### src/rtl/wttp_pkg.sv
`default_nettype none
package wttp_pkg;

    // register indexes on the configuration port
    localparam logic [1:0] REG_LEVEL_THRESHOLD = 2'd0;
    localparam logic [1:0] REG_WINDOW_LENGTH   = 2'd1;
    localparam logic [1:0] REG_MIN_COUNT       = 2'd2;

    localparam int THRESH_W = 16;
    localparam int WLEN_W   = 11;
    localparam int MCNT_W   = 11;
    localparam int SAMPLE_W = 16;

    localparam logic signed [THRESH_W-1:0] THRESH_RST = 16'sd2458;
    localparam logic [WLEN_W-1:0]          WLEN_RST   = 11'd40;
    localparam logic [MCNT_W-1:0]          MCNT_RST   = 11'd3;

    typedef struct packed {
        logic signed [THRESH_W-1:0] level_threshold;
        logic [WLEN_W-1:0]          window_length;
        logic [MCNT_W-1:0]          min_count;
    } t_cfg;

endpackage
`default_nettype wire

### src/rtl/wttp_cfg.sv
`default_nettype none
module wttp_cfg
    import wttp_pkg::*;
(
    input  wire logic        i_clk,
    input  wire logic        i_rst_n,
    input  wire logic        psel,
    input  wire logic        penable,
    input  wire logic        pwrite,
    input  wire logic [3:0]  paddr,
    input  wire logic [31:0] pwdata,
    output logic [31:0]      prdata,
    output logic             pready,
    output t_cfg             o_cfg
);

    t_cfg       r_cfg;
    t_cfg       n_cfg;
    logic       wr_en;
    logic [1:0] reg_idx;

    assign pready  = 1'b1;
    assign reg_idx = paddr[3:2];
    assign wr_en   = psel & penable & pwrite & pready;

    always_comb begin
        n_cfg = r_cfg;
        if (wr_en) begin
            unique case (reg_idx)
                REG_LEVEL_THRESHOLD: n_cfg.level_threshold = pwdata[THRESH_W-1:0];
                REG_WINDOW_LENGTH:   n_cfg.window_length   = pwdata[WLEN_W-1:0];
                REG_MIN_COUNT:       n_cfg.min_count       = pwdata[MCNT_W-1:0];
                default:             n_cfg = r_cfg;
            endcase
        end
    end

    always_ff @(posedge i_clk) begin
        if (!i_rst_n) begin
            r_cfg.level_threshold <= THRESH_RST;
            r_cfg.window_length   <= WLEN_RST;
            r_cfg.min_count       <= MCNT_RST;
        end else begin
            r_cfg <= n_cfg;
        end
    end

    always_comb begin
        unique case (reg_idx)
            REG_LEVEL_THRESHOLD: prdata = 32'(r_cfg.level_threshold);
            REG_WINDOW_LENGTH:   prdata = {{(32-WLEN_W){1'b0}}, r_cfg.window_length};
            REG_MIN_COUNT:       prdata = {{(32-MCNT_W){1'b0}}, r_cfg.min_count};
            default:             prdata = '0;
        endcase
    end

    assign o_cfg = r_cfg;

endmodule
`default_nettype wire

### src/rtl/windowed_threshold_trim_point.sv
// A sample beat passes the input register, then its result beat is registered in the result register.
// Throughput: one sample per cycle while the result side is not stalled; the
// per-sample compare and counter update is one register-to-register step.
// Reset (i_rst_n low, synchronous): read state cleared, beats dropped,
// configuration back to threshold 2458, window 40, minimum count 3.
`default_nettype none
module windowed_threshold_trim_point
    import wttp_pkg::*;
#(
    parameter int SKIP_SAMPLES = 10,
    parameter int MAX_WINDOW   = 1024,
    parameter int LENGTH_BITS  = 24
) (
    input  wire logic                    i_clk,
    input  wire logic                    i_rst_n,
    // sample channel
    input  wire logic                    i_in_valid,
    output logic                         o_in_stall,
    input  wire logic signed [SAMPLE_W-1:0] i_sample_value,
    input  wire logic [LENGTH_BITS-1:0]  i_read_length,
    input  wire logic                    i_last_sample,
    // result channel
    output logic                         o_out_valid,
    input  wire logic                    i_out_stall,
    output logic [LENGTH_BITS-1:0]       o_trim_position,
    // configuration
    input  wire logic                    psel,
    input  wire logic                    penable,
    input  wire logic                    pwrite,
    input  wire logic [3:0]              paddr,
    input  wire logic [31:0]             pwdata,
    output logic [31:0]                  prdata,
    output logic                         pready
);

    // counter widths: fill and count never hold a full window, only its
    // next value does, so the compare width covers MAX_WINDOW itself
    localparam int WL_W   = $clog2(MAX_WINDOW + 1);
    localparam int FILL_W = (MAX_WINDOW > 1) ? $clog2(MAX_WINDOW) : 1;
    localparam int CW     = (WL_W > WLEN_W) ? WL_W : WLEN_W;

    localparam logic [CW-1:0]          MAXW     = CW'(MAX_WINDOW);
    localparam logic [LENGTH_BITS-1:0] SKIP     = LENGTH_BITS'(SKIP_SAMPLES);
    localparam logic [LENGTH_BITS-1:0] IDX_SAT  = {LENGTH_BITS{1'b1}};

    t_cfg cfg;

    wttp_cfg u_cfg (
        .i_clk   (i_clk),
        .i_rst_n (i_rst_n),
        .psel    (psel),
        .penable (penable),
        .pwrite  (pwrite),
        .paddr   (paddr),
        .pwdata  (pwdata),
        .prdata  (prdata),
        .pready  (pready),
        .o_cfg   (cfg)
    );

    // ---------------------------------------------------------------
    // Input register: holds one sample beat until the datapath takes it.
    // ---------------------------------------------------------------
    logic                       r_in_valid;
    logic signed [SAMPLE_W-1:0] r_sample;
    logic [LENGTH_BITS-1:0]     r_len;
    logic                       r_last;

    // result register
    logic                       r_out_valid;
    logic [LENGTH_BITS-1:0]     r_out_pos;

    // per-read state
    logic [LENGTH_BITS-1:0]     r_index;
    logic [FILL_W-1:0]          r_fill;
    logic [FILL_W-1:0]          r_count;
    logic                       r_peak;
    logic                       r_done;

    logic                       out_free;
    logic                       fire;

    // the datapath step runs whenever a sample beat is held and the result slot can take a beat
    assign out_free   = !r_out_valid || !i_out_stall;
    assign fire       = r_in_valid && out_free;
    assign o_in_stall = r_in_valid && !out_free;

    always_ff @(posedge i_clk) begin
        if (!i_rst_n) begin
            r_in_valid <= 1'b0;
        end else if (!o_in_stall) begin
            r_in_valid <= i_in_valid;
        end
    end

    always_ff @(posedge i_clk) begin
        if (!o_in_stall) begin
            r_sample <= i_sample_value;
            r_len    <= i_read_length;
            r_last   <= i_last_sample;
        end
    end

    // ---------------------------------------------------------------
    // Datapath: compare, window counters, end-of-search decision.
    // ---------------------------------------------------------------
    logic [CW-1:0]          wl_raw;
    logic [CW-1:0]          wl;
    logic                   above;
    logic                   active;
    logic [CW-1:0]          fill_inc;
    logic [CW-1:0]          count_inc;
    logic                   win_full;
    logic [LENGTH_BITS:0]   win_end;
    logic [LENGTH_BITS+1:0] end_plus_skip;
    logic                   win_in_read;
    logic                   peak_hit;
    logic                   win_result;
    logic                   last_result;
    logic [LENGTH_BITS-1:0] win_pos;

    logic [LENGTH_BITS-1:0] n_index;
    logic [FILL_W-1:0]      n_fill;
    logic [FILL_W-1:0]      n_count;
    logic                   n_peak;
    logic                   n_done;

    always_comb begin
        // window length: zero acts as one, oversize clamps to MAX_WINDOW
        wl_raw = CW'(cfg.window_length);
        if (wl_raw == '0) begin
            wl = CW'(1);
        end else if (wl_raw > MAXW) begin
            wl = MAXW;
        end else begin
            wl = wl_raw;
        end

        above     = r_sample > cfg.level_threshold;
        active    = !r_done && (r_index >= SKIP);
        fill_inc  = CW'(r_fill) + CW'(1);
        count_inc = CW'(r_count) + CW'(above);
        win_full  = active && (fill_inc >= wl);

        win_end       = {1'b0, r_index} + (LENGTH_BITS+1)'(1);
        end_plus_skip = {1'b0, win_end} + (LENGTH_BITS+2)'(SKIP_SAMPLES);
        win_in_read   = win_end <= {1'b0, r_len};
        peak_hit      = win_full && win_in_read
                        && ((count_inc > CW'(cfg.min_count)) || r_peak);
        win_result    = peak_hit && !above;

        // end too close to the read end falls back to the skip length
        win_pos = (end_plus_skip >= {2'b00, r_len}) ? SKIP
                                                     : win_end[LENGTH_BITS-1:0];

        // read over without a qualifying window
        last_result = r_last && !r_done && !win_result;

        // next state
        n_index = (r_index != IDX_SAT) ? r_index + LENGTH_BITS'(1) : r_index;
        n_fill  = r_fill;
        n_count = r_count;
        n_peak  = r_peak || peak_hit;
        n_done  = r_done || win_result;
        if (active) begin
            if (win_full) begin
                n_fill  = '0;
                n_count = '0;
            end else begin
                n_fill  = fill_inc[FILL_W-1:0];
                n_count = count_inc[FILL_W-1:0];
            end
        end
        if (r_last) begin
            n_index = '0;
            n_fill  = '0;
            n_count = '0;
            n_peak  = 1'b0;
            n_done  = 1'b0;
        end
    end

    always_ff @(posedge i_clk) begin
        if (!i_rst_n) begin
            r_index <= '0;
            r_fill  <= '0;
            r_count <= '0;
            r_peak  <= 1'b0;
            r_done  <= 1'b0;
        end else if (fire) begin
            r_index <= n_index;
            r_fill  <= n_fill;
            r_count <= n_count;
            r_peak  <= n_peak;
            r_done  <= n_done;
        end
    end

    // ---------------------------------------------------------------
    // Result register: at most one beat per read.
    // ---------------------------------------------------------------
    always_ff @(posedge i_clk) begin
        if (!i_rst_n) begin
            r_out_valid <= 1'b0;
        end else if (out_free) begin
            r_out_valid <= fire && (win_result || last_result);
        end
    end

    always_ff @(posedge i_clk) begin
        if (fire && (win_result || last_result)) begin
            r_out_pos <= win_result ? win_pos : SKIP;
        end
    end

    assign o_out_valid     = r_out_valid;
    assign o_trim_position = r_out_pos;

endmodule
`default_nettype wire
### config.mk
export PLATFORM = sky130hd
export DESIGN_NAME = windowed_threshold_trim_point
export DESIGN_NICKNAME = d
export VERILOG_FILES = /design/src/rtl/wttp_pkg.sv /design/src/rtl/wttp_cfg.sv /design/src/rtl/windowed_threshold_trim_point.sv
export SDC_FILE = /design/constraint.sdc
export NUM_CORES = 1
export LEC_CHECK = 0
export ABC_AREA = 1
export BUFFER_PORTS_ARGS = -buffer_cell sky130_fd_sc_hd__buf_2
export CAP_MARGIN = 20
export CORE_UTILIZATION = 53
export DETAILED_ROUTE_END_ITERATION = 8
export PLACE_DENSITY = 0.83
export RECOVER_POWER = 25
export SKIP_LAST_GASP = 1
export SLEW_MARGIN = 20
export SYNTH_ARGS = -nofsm -noshare
export SYNTH_HDL_FRONTEND = slang
export SYNTH_SLANG_ARGS = --single-unit
### constraint.sdc
create_clock -name i_clk -period 4.2 [get_ports i_clk]
set_input_delay 0.63 -clock i_clk [delete_from_list [all_inputs] [get_ports i_clk]]
set_output_delay 0.63 -clock i_clk [all_outputs]
set_load 0.005 [all_outputs]
# Yosys cells after proc, flatten, opt, wreduce, memory -nomap -nowiden
# Index checks and enable logic that the tools add are counted.
# W data, S select, Z words.
# word_totals
in_bits	84
register_bits	151
elab_cells	76
output_inout_bits	59
# classes
add_sub_neg	5
reduce_logical	31
n_eq_ne	3
bitwise_logic	3
magnitude_cmp	7
mux	13
# op_table
cell	n
$pmux W32 S3	1
$mux W10	6
$mux W24	2
$add A25 B4 Y26 const B	1
$ge A26 B24 Y1	1
$add A24 B1 Y25 const B	1
$le A25 B24 Y1	1
$add A24 B1 Y24 const B	1
$ge A24 B4 Y1 const B	1
$ne A24 B24 Y1 const B	1
$mux W11	2
$gt A16 B16 Y1	1
$add A10 B1 Y11	1
$add A10 B1 Y11 const B	1
$ge A11 B11 Y1	1
$gt A11 B11 Y1	1
$gt A11 B11 Y1 const B	1
$logic_not A11 Y1	1
$logic_and A1 B1 Y1	10
$reduce_and A2 Y1	5
$logic_not A1 Y1	6
$logic_or A1 B1 Y1	5
$reduce_bool A2 Y1	2
$and A1 B1 Y1	2
6 further kinds	7

# Depth between registers and ports, before layout
# Gate-level depths: netlist of run 1.
# depth
word_depth	12
ltp_mapped	35
mapped_depth_nobuf	35

# By module
# From an unflattened synthesis of run 1, not the netlist that was laid out.
# hier_totals
cells_unflattened	1368
hier_area_um2	10068.4
# modules_own_cells
module	cells_each	area_per_inst_um2	seq_area_each_um2	n_inst
windowed_threshold_trim_point	1067	8146.6	2912.8	1
wttp_cfg	301	1921.8	760.7	1

# Worst setup path before layout of run 1
# Ideal clock, no wire load.
# synth_path
path_type	reg2reg
start	register r_sample[15]
end	register r_out_pos[0], in the netlist o_trim_position[0] (enable)
synth_period_minus_slack_ps	4362
required_time_ps	3819
stages_incl_launch_ff	28
path_buffers	0
setup_slack_ps	-162
arrival_time_ps	3981
setup_ps	381
path_cell_list	edfxtp_1 > ha_1 > nand2_1 > nor2_1 > inv_1 > nor2_1 > nand2_1 > nand3_1 > nand3_1 > inv_1 > ha_1 > nand4_1 > nor2_1 > nand2_1 > nor3b_1 > nand2_1 > xor2_1 > inv_1 > ha_1 > nand2_1 > nor2_1 > and2_1 > nand2_1 > nand3_1 > a21oi_1 > nor2_1 > nand4_1 > nand2_1
# synth_between
elab_chain_cells	10
elab_cells_between_ends	11
classes_between	add/sub (1); order compare (2); reduce/logical (8)
# synth_rtl
item	line_no	text
start: declaration	windowed_threshold_trim_point.sv:65	logic signed [SAMPLE_W-1:0] r_sample;
start signal: assignment	windowed_threshold_trim_point.sv:98	r_sample <= i_sample_value;
$gt A16 B16 Y1 *	windowed_threshold_trim_point.sv:139	above = r_sample > cfg.level_threshold;
$add A10 B1 Y11	windowed_threshold_trim_point.sv:142	count_inc = CW'(r_count) + CW'(above);
$gt A11 B11 Y1	windowed_threshold_trim_point.sv:149	&& ((count_inc > CW'(cfg.min_count)) || r_peak);
$logic_or A1 B1 Y1	windowed_threshold_trim_point.sv:149	
$logic_and A1 B1 Y1	windowed_threshold_trim_point.sv:149	
$logic_and A1 B1 Y1 *	windowed_threshold_trim_point.sv:150	win_result = peak_hit && !above;
$logic_not A1 Y1	windowed_threshold_trim_point.sv:157	last_result = r_last && !r_done && !win_result;
$logic_and A1 B1 Y1	windowed_threshold_trim_point.sv:157	
$logic_or A1 B1 Y1 *	windowed_threshold_trim_point.sv:211	if (fire && (win_result || last_result)) begin
$logic_and A1 B1 Y1 *	windowed_threshold_trim_point.sv:211	
end signal: assignment	windowed_threshold_trim_point.sv:212	r_out_pos <= win_result ? win_pos : SKIP;
end: declaration	windowed_threshold_trim_point.sv:71	logic [LENGTH_BITS-1:0] r_out_pos;
# Every way passes the cells marked *; elsewhere a longest branch is shown, timed or not.
# A chain may end at the register's enable or synchronous reset.

# Worst setup path in the final report of run 1
# layout_path
start	register r_sample[3]
end	register r_out_pos[13], in the netlist o_trim_position[13], data pin
# layout_between
elab_chain_cells	8
elab_cells_between_ends	9
classes_between	add/sub (1); order compare (2); bitwise (1); reduce/logical (5)
# layout_rtl
item	line_no
$gt A16 B16 Y1 *	windowed_threshold_trim_point.sv:139
$add A10 B1 Y11	windowed_threshold_trim_point.sv:142
$gt A11 B11 Y1	windowed_threshold_trim_point.sv:149
$logic_or A1 B1 Y1	windowed_threshold_trim_point.sv:149
$logic_and A1 B1 Y1	windowed_threshold_trim_point.sv:149
$logic_and A1 B1 Y1 *	windowed_threshold_trim_point.sv:150
$not A1 Y1 (no source line) *	--
$reduce_or A2 Y1 (no source line) *	--
# Marked as above.

==> run summary, run 1 <==
First-pass GRT wire length: 40.2 mm
Iteration count of the initial detailed-routing pass: 6
Wire per inst: 16.0 um
H-tree Lvls: 4
Gr usage total: 0.279
Synth Flop Type: dfxtp_1
Clock sinks: 151
Final wirelength: 26.5 mm
Internal: 2.50 mW
Combinational power share: 0.086
Antenna violations before repair: 0
Worst-skew pair later-pin latency: 440 ps
Status: complete, but fails checks
Min-delay worst type: input pin to flop
Largest net degree at the start of global routing: 45
I/O Buffers: 123
DRC viols: 0
Synth Instances: 1,238
CP Launch Type: flop
Most frequent cells in the layout: nand2_1, inv_1, buf_2
Cell Pwr Density: 287 nW/um^2
CP Class: flop to flop
Failing checks: max-capacitance violations, max-slew violations, negative setup slack
Initial DRC Count: 983
Yosys cell types: 47
PnR worst setup slack: -259 ps
Sequential share of power: 0.466
P&R area growth vs syn: 22.9%
# diodes: 0
Total power: 3.38 mW
Critical path endpoint category: flop
Die Footprint: 18,600 um^2
CP Max Fanout: 6
Die height: 136 um
Initial Util: 0.549
Pre-CTS setup slack: -152 ps
Clock tree buffer depth: 2
CTS buffer count: 17
Mapped Area: 9590 um^2
Vias: 9,088
Setup violations, final: 50
Top Ports: 143
GRT overflow: 0
GP Congestion: 0.922
Post-detail-place hpwl: 17.4 mm
Seq cells post-synth: 151
Worst path bufs/invs: 5
Die width: 136 um
Design Area, Final: 11,800 um^2
Max Cap Viol: 1
Worst slew pin tran: 2240 ps
RSZ-0062 raised after global routing: yes
Crit-path slowest cell: edfxtp_1
CTS tree: built
Lkg Pwr: 5.59 nW
CORE AREA: 17,500 um^2
Fin crit period: 4460 ps
Leading cell type in the layout, fill and taps excluded: nand2_1
Top cell by count, worst path: nand2_1
Hold Buf Count CTS: 0
Worst path required time: 4480 ps
P_sw: 883 uW
Number of global-route vias before repair: 8,195
Antenna Violating Nets Remaining: 0
Register area share after synthesis: 0.383
Synthesis Warnings: 0
Clk pwr share: 0.449
Layout Skew: 10.1 ps
Vias/cell: 5.49
Avg Cell Area, Syn: 7.74 um^2
CP Data Arrival Time: 4740 ps
Nets@finish: 1,594
Layout cells sized above 1: 0.233
Final max-slew violation count: 42
Worst-path clk slew: 70 ps
Syn Nets: 1,414
Post-synth ARST share: 0
Achievable frequency: 0.224 GHz
Dominant delay contributor by cell family on the critical path: simple AND/OR/NAND/NOR gates
Max stage delay on crit path: 420 ps
Final worst-path cycle share: 1.06
Num rows: 48
Placed cell area: 10,600 um^2
Final number of hold-violating endpoints: 0
Number of flops mapped to enable cells by yosys: 65
Sw frac: 0.261
Clock root buffer: clkbuf_16
Worst slew margin: -0.496
Peak supply drop: 300 uV
[power groups by stage]
stage	sequential (mW)	clock [mW]	combinational, mW
floorplan	1.60	0	0.135
global placement	1.61	0	0.220
detailed placement	1.61	0	0.227
CTS	1.57	1.51	0.265
global route	1.58	1.59	0.318
finish	1.58	1.52	0.291
[area by class of cell]
class / instances / area, um^2
fillers: 1287 / 5690
multi-input cells: 867 / 5260
flip-flops and latches: 151 / 3670
repair buffers: 207 / 1340
inverters: 174 / 653
clock buffers: 18 / 450
well taps: 225 / 282
clock inverters: 14 / 125
[synthesized netlist by cell type (8+ instances only)]
| master | count | area share |
|---|---|---|
| edfxtp_1 | 65 | 0.20 |
| o21ai_0 | 39 | 0.020 |
| buf_4 | 17 | 0.013 |
| nor2_1 | 125 | 0.049 |
| o221ai_1 | 10 | 0.0091 |
| xor2_1 | 30 | 0.027 |
| ha_1 | 92 | 0.12 |
| inv_1 | 165 | 0.065 |
| nand3_1 | 52 | 0.027 |
| clkbuf_1 | 22 | 0.0086 |
| nand4_1 | 18 | 0.012 |
| dfxtp_1 | 86 | 0.18 |
| nor3_2 | 20 | 0.021 |
| o211ai_1 | 8 | 0.0063 |
| a21oi_1 | 88 | 0.046 |
| nor3_1 | 13 | 0.0068 |
| nand2_1 | 309 | 0.12 |
[worst register-to-register path, delay by kind of cell, from the launching register on]
| kind | cells | cell delay [ps] |
|---|---|---|
| simple gates | 22 | 2200 |
| fa+ha+maj | 3 | 710 |
| buf+inv | 5 | 630 |
| flops | 1 | 420 |
| compound gates | 2 | 190 |
| xor+xnor | 1 | 150 |
[final timing paths]
check	from	endpoint	slack (ps)	cells past startpoint
max	r_sample[3]	o_trim_position[13]	-260	33
max reg2reg	r_sample[3]	o_trim_position[13]	-260	33
min	i_sample_value[12]	r_sample[12]	360	1
min reg2reg	r_fill[9]	r_fill[9]	480	2
[metrics by stage]
step | utilization | setup TNS [ps] | instances | hold WS (ps)
3_3_place_gp | 0.605 | -640 | 1585 | 449
6_report | 0.674 | -9570 | 1656 | 355
2_1_floorplan | - | 0 | 1238 | 429
3_5_place_dp | 0.605 | -6240 | 1585 | 457
5_1_grt | 0.674 | -22580 | 1656 | 353
4_1_cts | 0.661 | -1650 | 1648 | 357
[sequential cells by signal, indices dropped and copies added, names as in the netlist]
signal,flops
u_cfg.o_cfg,38
o_trim_position,24
r_index,24
r_len,24
r_sample,16
r_count,10
r_fill,10
o_out_valid,1
r_done,1
r_in_valid,1
r_last,1
r_peak,1
[layer usage]
metal	track usage	wire length, um
met5	0	0
met4	0.111	859
met3	0.0489	2330
met2	0.444	12200
met1	0.374	11100
[logic make-up (layout without fill, tap and decap cells)]
kind of cell             count (synthesis)  in the layout  share of synthesized area
other                                    1              1                   0.000391
AO/OA/AOI/OAI                          165            165                     0.0970
adder cells (fa/ha/maj)                 92             92                      0.120
XOR/XNOR                                40             40                     0.0389
AND/OR/NAND/NOR                        569            569                      0.263
flip-flops                             151            151                      0.383
buffers and inverters                  220            413                     0.0971
[what timing repair did]
item | in CTS | in global routing
pin swaps | 7 | 22
buffers inserted | 30 | 8
gates resized for setup | 25 | 37
gates cloned | 2 | 1
endpoints found under the setup margin | 49 | 51
Power figures use the tool's default switching activity.
==> run 2, diff against run 1 <==
- CORE_MARGIN: unset -> 1
- CORE_UTILIZATION: 53 -> 55
- HOLD_SLACK_MARGIN: unset -> 0.03
- PLACE_DENSITY: 0.83 -> 0.82
- clock period: 4.2 -> 5.39 ns (I/O delays scaled with it)
==> run 2 against run 1 <==
  * Wire length fell by 16%
  * Combinational power is 42% lower
  * Cell area is 8.2% lower
  * Worst hold slack better by 110 ps
  * Clock skew shrank 2.4 ps
  * Highest routed layer unchanged
  * The run ends with max-capacitance violations, max-slew violations left
  * Critical path depth down 3
  * Setup slack better by 820 ps
  * Sequential share of layout area up 2.8 points
  * Register-to-register slack improved by 820 ps
==> run summary, run 2 (same netlist as run 1, synthesis figures left out) <==
Antenna violations before repair: 0 (unchanged)
First-pass GRT wire length: 35.8 mm (-11%)
Nets@finish: 1,518 (-4.8%)
Dominant delay contributor by cell family on the critical path: simple AND/OR/NAND/NOR gates
Grt met1 use: 0.352 (-0.0219)
Leading cell type in the layout, fill and taps excluded: nand2_1
CTS buffer count: 17 (unchanged)
Worst slew margin: -0.429 (+0.0670)
Fin crit period: 4830 ps (+369 ps)
Num rows: 47 (-2.1%)
CP Launch Type: flop
Gr usage total: 0.252 (-0.0261)
Clock root buffer: clkbuf_16
Lkg Pwr: 5.11 nW (-8.6%)
DRC viols: 0 (unchanged)
Status: complete, but fails checks
Achievable frequency: 0.207 GHz (-7.7%)
Top cell by count, worst path: nand2_1
Wire per inst: 14.0 um (-12%)
Initial DRC Count: 798 (-19%)
Vias/cell: 5.31 (-3.2%)
Clock sinks: 151 (unchanged)
Total power: 2.52 mW (-25%)
Vias: 8,371 (-7.9%)
Global route hottest layer: met2
Setup violations, final: 0 (-100%)
Max Cap Viol: 2 (+1)
# diodes: 0 (unchanged)
CTS tree: built
Die width: 134 um (-1.8%)
Placed cells: 1,543 (-2.6%)
Worst path required time: 5540 ps (+1060 ps)
Critical path endpoint category: flop
Worst r2r path cells: 30 (-9.1%)
GP Congestion: 0.905 (-1.9%)
Layout Skew: 7.72 ps (-2.42 ps)
Number of global-route vias before repair: 7,510 (-8.4%)
Largest net degree at the start of global routing: 45 (unchanged)
Final Core Density: 0.643 (-0.0310)
Die height: 134 um (-1.8%)
CP Data Arrival Time: 4980 ps (+240 ps)
Most frequent cells in the layout: nand2_1, inv_1, nor2_1
Clock tree buffer depth: 2 (unchanged)
Final max-slew violation count: 86 (+100%)
CP Max Fanout: 20 (+14)
Max reg flops: 38 (unchanged)
Die Footprint: 18,000 um^2 (-3.6%)
CTS resizes: 0 (-100%)
Worst-path clk slew: 60 ps (about the same)
Final number of hold-violating endpoints: 0 (unchanged)
Max stage delay on crit path: 380 ps (-40 ps)
Met3 Use GR: 0.0457 (-0.00316)
Final worst-path cycle share: 0.896 (-0.166)
Post-detail-place hpwl: 16.6 mm (-4.4%)
Post-CTS Setup Repair Bufs: 0 (-100%)
Design Area, Final: 10,800 um^2 (-8.2%)
Final wirelength: 22.1 mm (-16%)
Layout cells sized above 1: 0.156 (-0.0770)
Fin Setup TNS: 0 ps (+9570 ps)
GRT overflow: 0 (unchanged)
Failing checks: max-capacitance violations, max-slew violations
Crit-path slowest cell: edfxtp_1
Iteration count of the initial detailed-routing pass: 5 (-1)
Finished Layout Cells: 1,575 (-4.9%)
Cell Pwr Density: 233 nW/um^2 (-19%)
Worst path bufs/invs: 4 (-1)
CP Class: flop to flop
I/O Buffers: 123 (unchanged)
Top Ports: 143 (unchanged)
Peak supply drop: 229 uV (-24%)
Worst-skew pair later-pin latency: 420 ps (-20 ps)
Hold Buf Count CTS: 0 (unchanged)
Placed cell area: 10,300 um^2 (-2.9%)
Min-delay worst type: flop to flop
P&R area growth vs syn: 12.9%
Hold Path Depth: 2 (+1)
Antenna Violating Nets Remaining: 0 (unchanged)
H-tree Lvls: 4 (unchanged)
Initial Util: 0.570 (+0.0215)
CORE AREA: 16,800 um^2 (-3.8%)
Worst slew pin tran: 2140 ps (-100 ps)
WP depth: 30 (-9.1%)
Met2 usage: 0.392 (-0.0518)
RSZ-0062 raised after global routing: no
run 2: changes by cell type in the layout (fill, tap and decap cells not counted), sizes merged:
cell,delta
clkinvlp,+2
inv,-5
clkinv,+1
buf,-74
run 2: cell type report:
class	count	area (um^2)
timing repair buffer	131	672
clock buffer	20	468
tap	220	275
fill	1454	6000
sequential	151	3670
inverter	174	653
multi-input combinational	867	4990
clock inverter	12	91.3
run 2: worst paths after layout:
| kind | start | endpoint | slack (ps) |
|---|---|---|---|
| hold / removal | r_fill[9] | r_fill[9] | 470 |
| setup / recovery | r_sample[15] | o_trim_position[16] | 560 |
| hold reg to reg | r_fill[9] | r_fill[9] | 470 |
| setup reg to reg | r_sample[15] | o_trim_position[16] | 560 |
run 2: through the flow:
step	worst slack, ps	hold slack, ps
2_1_floorplan	1030	429
3_3_place_gp	667	449
3_5_place_dp	448	447
4_1_cts	386	464
5_1_grt	49.4	477
6_report	562	466
run 2: power breakdown:
| group | switching (mW) | leakage (nW) | internal (mW) |
|---|---|---|---|
| Sequential | 0.0111 | 1.38 | 1.22 |
| Clock | 0.491 | 0.273 | 0.634 |
| Combinational | 0.106 | 3.46 | 0.0632 |
| Total | 0.608 | 5.11 | 1.91 |
run 2: routing by layer:
metal / routed length (um) / vias up / part of all wire
met5: 0 / - / 0
met1: 10400 / 3738 / 0.47
met2: 9680 / 351 / 0.44
li1: - / 4247 / -
met4: 474 / 0 / 0.021
met3: 1610 / 35 / 0.073
run 2: worst min-delay path, cell delays in order (launching register included):
cell     delay, ps
dfxtp_1        310
nand2_1         60
a21oi_1         50
